## src/rtl/smd_pkg.sv

```systemverilog
// Package for the serial message deframer: shared types, codes and characters.
// No dependencies; used by smd_parser and serial_message_deframer_core.
`default_nettype none

package smd_pkg;

    typedef enum logic [1:0] {
        MODE_IDLE    = 2'd0,
        MODE_BRACE   = 2'd1,
        MODE_HEADER  = 2'd2,
        MODE_PAYLOAD = 2'd3
    } t_mode;

    typedef enum logic [1:0] {
        PH_ID      = 2'd0,
        PH_SKIP_ID = 2'd1,
        PH_SIZE    = 2'd2,
        PH_SKIP_SZ = 2'd3
    } t_phase;

    typedef enum logic [1:0] {
        ST_OK         = 2'd0,
        ST_OVERFLOW   = 2'd1,
        ST_BAD_HEADER = 2'd2
    } t_status;

    localparam logic [7:0] CH_LBRACE = 8'h7B; // '{'
    localparam logic [7:0] CH_RBRACE = 8'h7D; // '}'
    localparam logic [7:0] CH_LT     = 8'h3C; // '<'
    localparam logic [7:0] CH_GT     = 8'h3E; // '>'
    localparam logic [7:0] CH_COMMA  = 8'h2C; // ','
    localparam logic [7:0] CH_ZERO   = 8'h30; // '0'
    localparam logic [7:0] CH_NINE   = 8'h39; // '9'

    localparam logic [7:0] MAX_LENGTH_RST = 8'd250;
    localparam logic [7:0] SLOT_COUNT_RST = 8'd4;

    localparam logic REG_MAX_LENGTH = 1'b0;
    localparam logic REG_SLOT_COUNT = 1'b1;

    typedef struct packed {
        logic [7:0] data_byte;
        logic       has_data;
        logic       headered;
        logic [7:0] conn_id;
        t_status    status;
        logic       last;
    } t_result;

endpackage

`default_nettype wire

```

## src/rtl/smd_parser.sv

```systemverilog
// Deframer state machine: per-word mode, header parsing and result decode.
// Depends on smd_pkg.
`default_nettype none

module smd_parser
    import smd_pkg::*;
(
    input  wire logic       i_clk,
    input  wire logic       i_rst_n,
    input  wire logic       i_accept,
    input  wire logic [7:0] i_rx_byte,
    input  wire logic [7:0] i_max_length,
    input  wire logic [7:0] i_slot_count,
    output logic            o_res_valid,
    output t_result         o_res
);

    t_mode      r_mode,           n_mode;
    t_phase     r_phase,          n_phase;
    logic [7:0] r_byte_count,     n_byte_count;
    logic [7:0] r_id_accum,       n_id_accum;
    logic [7:0] r_size_accum,     n_size_accum;
    logic [7:0] r_payload_length, n_payload_length;
    logic [7:0] r_payload_id,     n_payload_id;

    logic       digit;
    logic [7:0] dval;
    logic [7:0] id_x10;
    logic [7:0] size_x10;
    logic [7:0] count_inc;
    logic [7:0] hdr_size;

    always_ff @(posedge i_clk) begin
        if (!i_rst_n) begin
            r_mode           <= MODE_IDLE;
            r_phase          <= PH_ID;
            r_byte_count     <= '0;
            r_id_accum       <= '0;
            r_size_accum     <= '0;
            r_payload_length <= '0;
            r_payload_id     <= '0;
        end else if (i_accept) begin
            r_mode           <= n_mode;
            r_phase          <= n_phase;
            r_byte_count     <= n_byte_count;
            r_id_accum       <= n_id_accum;
            r_size_accum     <= n_size_accum;
            r_payload_length <= n_payload_length;
            r_payload_id     <= n_payload_id;
        end
    end

    assign digit     = (i_rx_byte >= CH_ZERO) && (i_rx_byte <= CH_NINE);
    assign dval      = i_rx_byte - CH_ZERO;
    // x*10 mod 256 as two shifts and an add
    assign id_x10    = {r_id_accum[4:0], 3'b000} + {r_id_accum[6:0], 1'b0} + dval;
    assign size_x10  = {r_size_accum[4:0], 3'b000} + {r_size_accum[6:0], 1'b0} + dval;
    assign count_inc = r_byte_count + 8'd1;
    // size only counts once the comma was seen
    assign hdr_size  = r_phase[1] ? r_size_accum : 8'd0;

    always_comb begin
        n_mode           = r_mode;
        n_phase          = r_phase;
        n_byte_count     = r_byte_count;
        n_id_accum       = r_id_accum;
        n_size_accum     = r_size_accum;
        n_payload_length = r_payload_length;
        n_payload_id     = r_payload_id;
        o_res_valid      = 1'b0;
        o_res            = '{data_byte: 8'd0, has_data: 1'b0, headered: 1'b0,
                             conn_id: 8'd0, status: ST_OK, last: 1'b0};

        unique case (r_mode)
            MODE_IDLE: begin
                if (i_max_length != 8'd0) begin
                    if (i_rx_byte == CH_LBRACE) begin
                        n_mode             = MODE_BRACE;
                        n_byte_count       = 8'd1;
                        o_res_valid        = 1'b1;
                        o_res.data_byte    = i_rx_byte;
                        o_res.has_data     = 1'b1;
                    end else if (i_rx_byte == CH_LT) begin
                        n_mode       = MODE_HEADER;
                        n_byte_count = 8'd1;
                        n_id_accum   = '0;
                        n_size_accum = '0;
                        n_phase      = PH_ID;
                    end
                end
            end

            MODE_BRACE: begin
                o_res_valid = 1'b1;
                if (r_byte_count >= i_max_length) begin
                    n_mode       = MODE_IDLE;
                    n_byte_count = '0;
                    o_res.status = ST_OVERFLOW;
                    o_res.last   = 1'b1;
                end else begin
                    n_byte_count    = count_inc;
                    o_res.data_byte = i_rx_byte;
                    o_res.has_data  = 1'b1;
                    if (i_rx_byte == CH_RBRACE) begin
                        n_mode       = MODE_IDLE;
                        n_byte_count = '0;
                        o_res.last   = 1'b1;
                    end
                end
            end

            MODE_HEADER: begin
                if (r_byte_count >= i_max_length) begin
                    n_mode         = MODE_IDLE;
                    n_byte_count   = '0;
                    o_res_valid    = 1'b1;
                    o_res.headered = 1'b1;
                    o_res.status   = ST_BAD_HEADER;
                    o_res.last     = 1'b1;
                end else if (i_rx_byte == CH_GT) begin
                    if ((r_id_accum < i_slot_count) && (hdr_size != 8'd0)
                            && (hdr_size < i_max_length)) begin
                        n_mode           = MODE_PAYLOAD;
                        n_byte_count     = '0;
                        n_payload_id     = r_id_accum;
                        n_payload_length = hdr_size;
                    end else begin
                        n_mode         = MODE_IDLE;
                        n_byte_count   = '0;
                        o_res_valid    = 1'b1;
                        o_res.headered = 1'b1;
                        o_res.status   = ST_BAD_HEADER;
                        o_res.last     = 1'b1;
                    end
                end else begin
                    n_byte_count = count_inc;
                    case (r_phase)
                        PH_ID: begin
                            if (digit) begin
                                n_id_accum = id_x10;
                            end else if (i_rx_byte == CH_COMMA) begin
                                n_phase = PH_SIZE;
                            end else begin
                                n_phase = PH_SKIP_ID;
                            end
                        end
                        PH_SKIP_ID: begin
                            if (i_rx_byte == CH_COMMA) begin
                                n_phase = PH_SIZE;
                            end
                        end
                        PH_SIZE: begin
                            if (digit) begin
                                n_size_accum = size_x10;
                            end else begin
                                n_phase = PH_SKIP_SZ;
                            end
                        end
                        default: begin
                        end
                    endcase
                end
            end

            MODE_PAYLOAD: begin
                n_byte_count    = count_inc;
                o_res_valid     = 1'b1;
                o_res.data_byte = i_rx_byte;
                o_res.has_data  = 1'b1;
                o_res.headered  = 1'b1;
                o_res.conn_id   = r_payload_id;
                if (count_inc >= r_payload_length) begin
                    n_mode       = MODE_IDLE;
                    n_byte_count = '0;
                    o_res.last   = 1'b1;
                end
            end

            default: begin
            end
        endcase
    end

endmodule

`default_nettype wire

```

## src/rtl/serial_message_deframer_core.sv

```systemverilog
// Top level of the serial message deframer: config registers, parser and output skid.
// Depends on smd_pkg and smd_parser.
//
// Splits a stream of received serial bytes into messages, one byte per input word.
// When idle, '{' opens a brace message whose bytes, both braces included, pass out as
// they arrive, with last set on '}'. '<' opens a header "<id,size>" with decimal id
// and size (mod 256); a valid header (id below slot_count, size from 1 to
// max_length-1) gives no result and makes the next size bytes pass out tagged with
// id, headered set. An overlong brace message ends with status 1, a bad or overlong
// header with status 2; both drop the offending byte and return to idle. Each input
// word produces zero or one output word. Throughput is one word per clock while
// o_in_stall is low: the parser updates its state when a word is accepted and the
// result is registered in the output register, or in the skid if output is stalled. A
// two-entry stage (output register plus skid) lets input flow on after output stalls
// until the skid fills; o_in_stall is a flop output. Configuration (APB, max_length
// at 0x0, slot_count at 0x4) must only be written while no message is in flight.
`default_nettype none

module serial_message_deframer_core
    import smd_pkg::*;
(
    input  wire logic        i_clk,
    input  wire logic        i_rst_n,

    // input byte channel
    input  wire logic        i_in_valid,
    output logic             o_in_stall,
    input  wire logic [7:0]  i_rx_byte,

    // output word channel
    output logic             o_out_valid,
    input  wire logic        i_out_stall,
    output logic [7:0]       o_data_byte,
    output logic             o_has_data,
    output logic             o_headered,
    output logic [7:0]       o_conn_id,
    output logic [1:0]       o_status,
    output logic             o_last,

    // APB config port
    input  wire logic        psel,
    input  wire logic        penable,
    input  wire logic        pwrite,
    input  wire logic [2:0]  paddr,
    input  wire logic [31:0] pwdata,
    output logic [31:0]      prdata,
    output logic             pready
);

    logic [7:0] r_max_length;
    logic [7:0] r_slot_count;

    logic       in_accept;
    logic       out_take;
    logic       res_valid;
    t_result    res;

    logic       r_out_valid;
    t_result    r_out;
    logic       r_skid_valid;
    t_result    r_skid;

    // ---------------- config registers ----------------
    assign pready = 1'b1;

    // only paddr[2] decodes; byte offsets paddr[1:0] are ignored
    always_ff @(posedge i_clk) begin
        if (!i_rst_n) begin
            r_max_length <= MAX_LENGTH_RST;
            r_slot_count <= SLOT_COUNT_RST;
        end else if (psel && penable && pwrite && pready) begin
            if (paddr[2] == REG_SLOT_COUNT) begin
                r_slot_count <= pwdata[7:0];
            end else begin
                r_max_length <= pwdata[7:0];
            end
        end
    end

    always_comb begin
        prdata = '0;
        if (paddr[2] == REG_SLOT_COUNT) begin
            prdata[7:0] = r_slot_count;
        end else begin
            prdata[7:0] = r_max_length;
        end
    end

    // ---------------- parser ----------------
    // input only stalls once the skid entry is occupied
    assign o_in_stall = r_skid_valid;
    assign in_accept  = i_in_valid && !r_skid_valid;
    assign out_take   = r_out_valid && !i_out_stall;

    smd_parser u_parser (
        .i_clk        (i_clk),
        .i_rst_n      (i_rst_n),
        .i_accept     (in_accept),
        .i_rx_byte    (i_rx_byte),
        .i_max_length (r_max_length),
        .i_slot_count (r_slot_count),
        .o_res_valid  (res_valid),
        .o_res        (res)
    );

    // ---------------- output register + skid ----------------
    // skid fills only when a new result arrives while the output holds a stalled word;
    // while skid is full no input is accepted, so the two never load together.
    always_ff @(posedge i_clk) begin
        if (!i_rst_n) begin
            r_out_valid  <= 1'b0;
            r_skid_valid <= 1'b0;
        end else begin
            if (r_skid_valid) begin
                if (out_take) begin
                    r_out_valid  <= 1'b1;
                    r_skid_valid <= 1'b0;
                end
            end else if (in_accept && res_valid) begin
                if (!r_out_valid || out_take) begin
                    r_out_valid <= 1'b1;
                end else begin
                    r_skid_valid <= 1'b1;
                end
            end else if (out_take) begin
                r_out_valid <= 1'b0;
            end
        end
    end

    always_ff @(posedge i_clk) begin
        if (r_skid_valid) begin
            if (out_take) begin
                r_out <= r_skid;
            end
        end else if (in_accept && res_valid) begin
            if (!r_out_valid || out_take) begin
                r_out <= res;
            end else begin
                r_skid <= res;
            end
        end
    end

    assign o_out_valid = r_out_valid;
    assign o_data_byte = r_out.data_byte;
    assign o_has_data  = r_out.has_data;
    assign o_headered  = r_out.headered;
    assign o_conn_id   = r_out.conn_id;
    assign o_status    = r_out.status;
    assign o_last      = r_out.last;

endmodule

`default_nettype wire

```

## config.mk

```make
export PLATFORM = sky130hd
export DESIGN_NAME = serial_message_deframer_core
export DESIGN_NICKNAME = d
export VERILOG_FILES = /design/src/rtl/smd_pkg.sv /design/src/rtl/smd_parser.sv /design/src/rtl/serial_message_deframer_core.sv
export SDC_FILE = /design/constraint.sdc
export NUM_CORES = 1
export LEC_CHECK = 0
export ABC_CLOCK_PERIOD_IN_PS = 8100
export BUFFER_PORTS_ARGS = -buffer_cell sky130_fd_sc_hd__buf_2
export CAP_MARGIN = 40
export CORE_MARGIN = 4
export CORE_UTILIZATION = 55
export CTS_BUF_LIST = sky130_fd_sc_hd__clkbuf_8
export DETAILED_ROUTE_END_ITERATION = 10
export MAX_ROUTING_LAYER = met4
export PLACE_DENSITY = 0.78
export SYNTH_ARGS = -nofsm -noshare
export SYNTH_HDL_FRONTEND = slang
export SYNTH_SLANG_ARGS = --single-unit
```

## constraint.sdc

```tcl
create_clock -name i_clk -period 8.1 [get_ports i_clk]
set_clock_uncertainty 0.15 [all_clocks]
set_input_delay 0.405 -clock i_clk [delete_from_list [all_inputs] [get_ports i_clk]]
set_output_delay 0.405 -clock i_clk [all_outputs]
set_load 0.02 [all_outputs]
```

==> reports/results.tsv, run 1 <==
stage	metric	value	unit
final_layout	final_util	0.610	
yosys	syn_area	6420	um2
clock_network	cts.clk_slew.worst_paths	0.11	ns
yosys	async_flop_share	0	
clock_network	cts.sinks	104	
global_route	globalRouteOverflowTotal	0	
route	drt-total-wl	14.2	mm
final_layout	fin_nets	835	
yosys	ys_seq_area_frac	0.390	
clock_network	postCtsSetupBuffers	0	
global_route	grt_max_degree	52	
worst_setup_path	critPathLaunchType	register	
worst_setup_path	worst-setup-path-type	reg -> reg	
final_layout	multi_input_area	3470	um2
clock_network	cts_root_buf	clkbuf_8	
timing	fin_tns_setup	0	ns
die	die_w	116	um
timing	setup_viol	0	
global_route	grt_pass1_vias	4825	
final_layout	design_area	6960	um2
power	ir_drop	89.4	uV
run_status	status	finished, final reports clean	
timing	worstMarginPinSlew	0.930	ns
final_layout	drive_gt1_frac	0.145	
die	num_rows	39	
route	via_per_inst	5.66	
timing	fin_crit_sh	0.435	
die	io_pins	106	
worst_setup_path	worstPathRequired	8.10	ns
timing	fmax	284	MHz
final_layout	seqCellArea	2500	um2
timing	layout_min_cycle_time	3.52	ns
route	drc	0	
run	cap_viol_max_count	0	
clock_network	clockBufferDepth	2	
placement	place_area	6740	um2
clock_network	cts_resized	0	
worst_setup_path	arrival	3.52	ns
route	num_vias	4906	
placement	place_congestion	0.837	
global_route	track_usage	0.225	
final_layout	fillers	990	
die	fp.dieArea	13500	um2
route	postRouteAntennaNets	0	
placement	dp_hpwl	10.7	mm
clock_network	cts_buffers	9	
final_layout	diodes	0	
global_route	antenna_found_initial	0	
worst_setup_path	endpoint_kind	register	
clock_network	cts_max_level	3	
yosys	ys_ff_latch	104	
worst_setup_path	critPathMaxFanout	16	
timing	hold_viol_final	0	
clock_network	hold_buffers	0	
yosys	synth_edf_count	42	
clock_network	tritoncts	done	
die	coreArea	11400	um2
yosys	yosysUniqueCellTypes	65	
yosys	syn-instance-count	671	
power	leakage	0.00295	uW
placement	port_buffers	54	
final_layout	syn2layout_area_growth	8.48	%
route	drt_pass1_iterations	5	
route	initialDrtViolationCount	360	
route	routedWlPerCell	16.4	um
yosys	ys_warn_count	0	
yosys	synth_area_per_cell	9.56	um2
hold_path	min_path_type	in -> reg	
clock_network	clock_latency	0.38	ns
timing	drv_slew	0	
power	power_density	149	nW/um2
timing	relSlewSlack	0.380	
yosys	ys.flop_type	dfxtp_1	
die	die-height	116	um
die	start_util	0.562	
timing	holdWs	0.115	ns
worst_setup_path	reg2reg_slack	4.58	ns
timing	rsz0062_at_grt	false	
global_route	grt_pass1_wl	23.1	mm
sequential cells by signal (all words and copies together) (netlist names), 8 cells and up:
name,cells
r_slot_count,8
u_parser.r_id_accum,8
u_parser.r_size_accum,8
u_parser.r_payload_id,8
o_data_byte,8
r_max_length,8
u_parser.r_payload_length,8
u_parser.r_byte_count,8
o_conn_id,8
r_skid,21
final cells by class:
cell class,instances,area share
sequential,104,0.360
clock inverter,7,0.0138
tap,143,0.0257
multi-input combinational,474,0.498
timing repair buffer,61,0.0476
inverter,69,0.0372
clock buffer,9,0.0178
final timing paths:
kind              depth (start not counted)                      endpoint                    startpoint
hold / removal                            3               r_max_length[0]                     pwdata[0]
hold reg to reg                           2  u_parser.r_payload_length[4]  u_parser.r_payload_length[4]
setup reg to reg                         10                    r_skid[19]           u_parser.r_phase[1]
setup / recovery                         10                    r_skid[19]           u_parser.r_phase[1]
synth_stat cells (5+ instances only):
cell type | n | area share
nor2_1 | 30 | 0.018
o211ai_1 | 7 | 0.0082
nand2b_1 | 5 | 0.0049
nand2_1 | 85 | 0.050
o21ai_0 | 14 | 0.011
xnor2_1 | 18 | 0.025
nand4_1 | 6 | 0.0059
inv_1 | 69 | 0.040
buf_4 | 25 | 0.029
nor3_1 | 7 | 0.0055
mux2_2 | 12 | 0.021
edfxtp_1 | 42 | 0.20
mux2i_1 | 19 | 0.030
a32oi_1 | 6 | 0.0082
fa_1 | 10 | 0.031
a211oi_1 | 5 | 0.0059
a22o_1 | 24 | 0.033
a21oi_1 | 31 | 0.024
o21ai_1 | 6 | 0.0047
clkbuf_1 | 16 | 0.0094
a31oi_1 | 6 | 0.0059
o21a_1 | 5 | 0.0059
a21o_1 | 7 | 0.0082
and2_1 | 18 | 0.018
ha_1 | 56 | 0.11
dfxtp_1 | 62 | 0.19
nand3_1 | 9 | 0.0070
nor2b_1 | 10 | 0.0098
worst max-delay path: stages, from the launching register on:
cell      delay, ns
dfxtp_1        0.51
inv_1          0.19
nor2_1         0.23
ha_1           0.28
a21oi_1        0.16
o22ai_1        0.10
a211oi_1       0.23
o311ai_2       0.30
a31oi_1        0.63
a21oi_2        0.25
buf_6          0.24
cells in the final DEF, fill, tap and decap left out, drive strengths merged, types with 12 or more instances in the layout:
master / synthesis / layout
mux2i: 19 / 19
buf: 31 / 60
edfxtp: 42 / 42
a22o: 24 / 24
and2: 18 / 18
a21oi: 31 / 31
inv: 69 / 73
conb: 2 / 25
nand2: 87 / 87
ha: 56 / 56
o21ai: 20 / 20
mux2: 12 / 12
xnor2: 18 / 18
nor2: 31 / 31
dfxtp: 62 / 62
cells by family (layout without fill, tap and decap cells):
logic type / after synthesis / count (layout) / share of synthesized area
flip-flops: 104 / 104 / 0.390
multiplexers: 31 / 31 / 0.0507
other: 2 / 25 / 0.00117
AND/OR/NAND/NOR: 195 / 195 / 0.152
adder cells (fa/ha/maj): 66 / 66 / 0.140
AO/OA/AOI/OAI: 135 / 135 / 0.152
XOR/XNOR: 22 / 22 / 0.0300
buffers and inverters: 116 / 146 / 0.0842
layer usage:
layer  global-route usage  share of wire
met1                0.282           0.44
met2                0.366           0.48
met3               0.0413          0.063
met4               0.0797          0.023
met5                    -              0
metrics by stage:
| stage | std cells | worst slack [ns] | power, uW |
|---|---|---|---|
| 6_report | 867 | 4.58 | 1030 |
| 5_1_grt | 867 | 4.34 | 1080 |
| 4_1_cts | 867 | 4.59 | 1040 |
| 3_5_place_dp | 851 | 4.64 | 685 |
| 3_3_place_gp | 847 | 4.63 | 680 |
| 2_1_floorplan | 694 | 4.53 | 662 |
where the power goes:
group	total [uW]	internal [uW]	switching (uW)
Combinational	126	40.6	85.0
Clock	359	153	206
Sequential	549	546	3.28
Total	1030	740	294
(Power assumes the default switching activity.)
==> inputs of run 2 (changes only) <==
--- a/config.mk
+++ b/config.mk
@@ -5,15 +5,15 @@
 export SDC_FILE = /design/constraint.sdc
 export NUM_CORES = 1
 export LEC_CHECK = 0
-export ABC_CLOCK_PERIOD_IN_PS = 8100
+export ABC_CLOCK_PERIOD_IN_PS = 3200
 export BUFFER_PORTS_ARGS = -buffer_cell sky130_fd_sc_hd__buf_2
 export CAP_MARGIN = 40
 export CORE_MARGIN = 4
-export CORE_UTILIZATION = 55
+export CORE_UTILIZATION = 53
 export CTS_BUF_LIST = sky130_fd_sc_hd__clkbuf_8
 export DETAILED_ROUTE_END_ITERATION = 10
 export MAX_ROUTING_LAYER = met4
-export PLACE_DENSITY = 0.78
+export PLACE_DENSITY = 0.79
 export SYNTH_ARGS = -nofsm -noshare
 export SYNTH_HDL_FRONTEND = slang
 export SYNTH_SLANG_ARGS = --single-unit
==> constraint.sdc (replaced) <==
create_clock -name i_clk -period 3.2 [get_ports i_clk]
set_clock_uncertainty 0.15 [all_clocks]
set_input_delay 0.16 -clock i_clk [delete_from_list [all_inputs] [get_ports i_clk]]
set_output_delay 0.16 -clock i_clk [all_outputs]
set_load 0.02 [all_outputs]
==> reports/results.tsv, run 2 (synthesized netlist as in run 1, its figures left out) <==
stage	metric	value	unit
run_status	status	finished, final reports clean	
placement	pre_cts_slack	0.0362	ns
final_layout	fin_nets	867	
timing	holdWs	0.0407	ns
power	ir_drop	244	uV
worst_setup_path	critPathMaxFanout	11	
global_route	globalRouteOverflowTotal	0	
worst_setup_path	cpPeakStageDelay	0.52	ns
clock_network	clock_latency	0.40	ns
power	leakage	0.00310	uW
final_layout	final_cell_mix	nand2_1, inv_1, dfxtp_1	
power	power_density	353	nW/um2
timing	setup_viol	0	
die	start_util	0.552	
worst_setup_path	cp_slowest_cell	or4_1	
global_route	antenna_found_initial	0	
worst_setup_path	endpoint_kind	register	
timing	relSlewSlack	0.476	
die	die_w	118	um
clock_network	cts_root_buf	clkbuf_8	
worst_setup_path	worstPathRequired	3.38	ns
route	drc	0	
die	fp.dieArea	13900	um2
timing	setup_ws	0.259	ns
placement	dp_hpwl	10.8	mm
placement	place_area	6890	um2
placement	port_buffers	54	
timing	fmax	340	MHz
worst_setup_path	arrival	3.12	ns
hold_path	min_path_type	in -> reg	
timing	hold_viol_final	0	
worst_setup_path	worst-setup-path-type	reg -> reg	
final_layout	drive_gt1_frac	0.169	
final_layout	design_area	7230	um2
route	postRouteAntennaNets	0	
final_layout	largest_reg_flops	21	
die	num_rows	39	
global_route	track_usage	0.214	
worst_setup_path	path_cells	ha_2 -> nand3_1 -> xnor2_1 -> ha_1 -> or4_1 -> a21oi_1 -> o31ai_2 -> o22ai_4 -> buf_12 -> a32oi_1 -> mux2i_1	
timing	drv_slew	0	
die	coreArea	11600	um2
timing	layout_min_cycle_time	2.94	ns
timing	fin_crit_sh	0.919	
clock_network	cts_max_level	3	
clock_network	clockBufferDepth	2	
route	num_vias	5024	
timing	worstMarginPinSlew	0.786	ns
clock_network	tritoncts	done	
timing	rsz0062_at_grt	false	
route	initialDrtViolationCount	358	
die	io_pins	106	
final_layout	syn2layout_area_growth	12.8	%
die	die-height	118	um
placement	place_congestion	0.860	
final_layout	fillers	963	
final_layout	top_register	r_skid	
final_layout	final_util	0.623	
final_layout	diodes	0	
final_layout	layout_commonest_cell	nand2_1	
worst_setup_path	critPathTopFamily	simple AND/OR/NAND/NOR gates	
clock_network	cts.sinks	104	
global_route	grt_pass1_wl	23.5	mm
global_route	grt_pass1_vias	4839	
worst_setup_path	cp_num_buf_inv	1	
route	drt_pass1_iterations	5	
clock_network	cts.clk_slew.worst_paths	0.10	ns
route	routedWlPerCell	16.0	um
route	via_per_inst	5.59	
clock_network	cts_buffers	9	
run	cap_viol_max_count	0	
worst_setup_path	critPathLaunchType	register	
timing	fin_tns_setup	0	ns
route	drt-total-wl	14.4	mm
global_route	grt_max_degree	51	
run 2: cell count changes in the layout (fill, tap and decap cells not counted), moves of 2 or more:
cell / previous run / this run
buf_12: 0 / 2
buf_4: 3 / 24
buf_6: 2 / 0
dlygate4sd3_1: 0 / 11
inv_6: 1 / 3
run 2: worst paths after layout:
path	depth (start not counted)	to	from	slack [ns]
max	11	u_parser.r_byte_count[2]	u_parser.r_byte_count[1]	0.26
min reg2reg	2	u_parser.r_payload_id[7]	u_parser.r_payload_id[7]	0.31
max reg2reg	11	u_parser.r_byte_count[2]	u_parser.r_byte_count[1]	0.26
min	3	o_in_stall	i_in_valid	0.04
run 2: worst reg2reg max path, cell delays in order (launching register included):
cell and delay (ns):
dfxtp_1 0.41, ha_2 0.24, nand3_1 0.16, xnor2_1 0.20, ha_1 0.23, or4_1 0.52
a21oi_1 0.17, o31ai_2 0.13, o22ai_4 0.27, buf_12 0.16, a32oi_1 0.09, mux2i_1 0.15
run 2: layer usage:
layer	global-route usage	vias to the layer above	wire [um]
met1	0.265	2323	6410
li1	-	2466	-
met2	0.339	204	6670
met3	0.0509	31	896
met4	0.0886	0	429
met5	-	-	0
run 2: through the flow:
stage / total power [uW] / instances
after floorplan: 1680 / 694
after global placement: 1730 / 868
after detailed placement: 1740 / 870
after CTS: 2550 / 897
after global routing: 2660 / 899
final: 2560 / 899
run 2: repair_timing:
| action | 4_1_cts | 5_1_grt |
|---|---|---|
| buffers inserted | 0 | 2 |
| gates resized for setup | 0 | 4 |
| setup endpoints to repair | 0 | 31 |
| hold endpoints to repair | 20 | 0 |
| hold buffers | 11 | 0 |
run 2: cell type report:
class | count | area [um2] | share of cell area
timing repair buffer | 93 | 621 | 0.0858
sequential | 104 | 2500 | 0.346
clock inverter | 7 | 61.3 | 0.00847
clock buffer | 9 | 124 | 0.0171
multi-input combinational | 474 | 3490 | 0.482
inverter | 69 | 259 | 0.0358
tap | 143 | 179 | 0.0247
run 2: power by group:
part	internal, uW	switching (uW)	total [uW]
Combinational	133	228	361
Clock	301	505	807
Sequential	1380	7.98	1390
Total	1820	741	2560
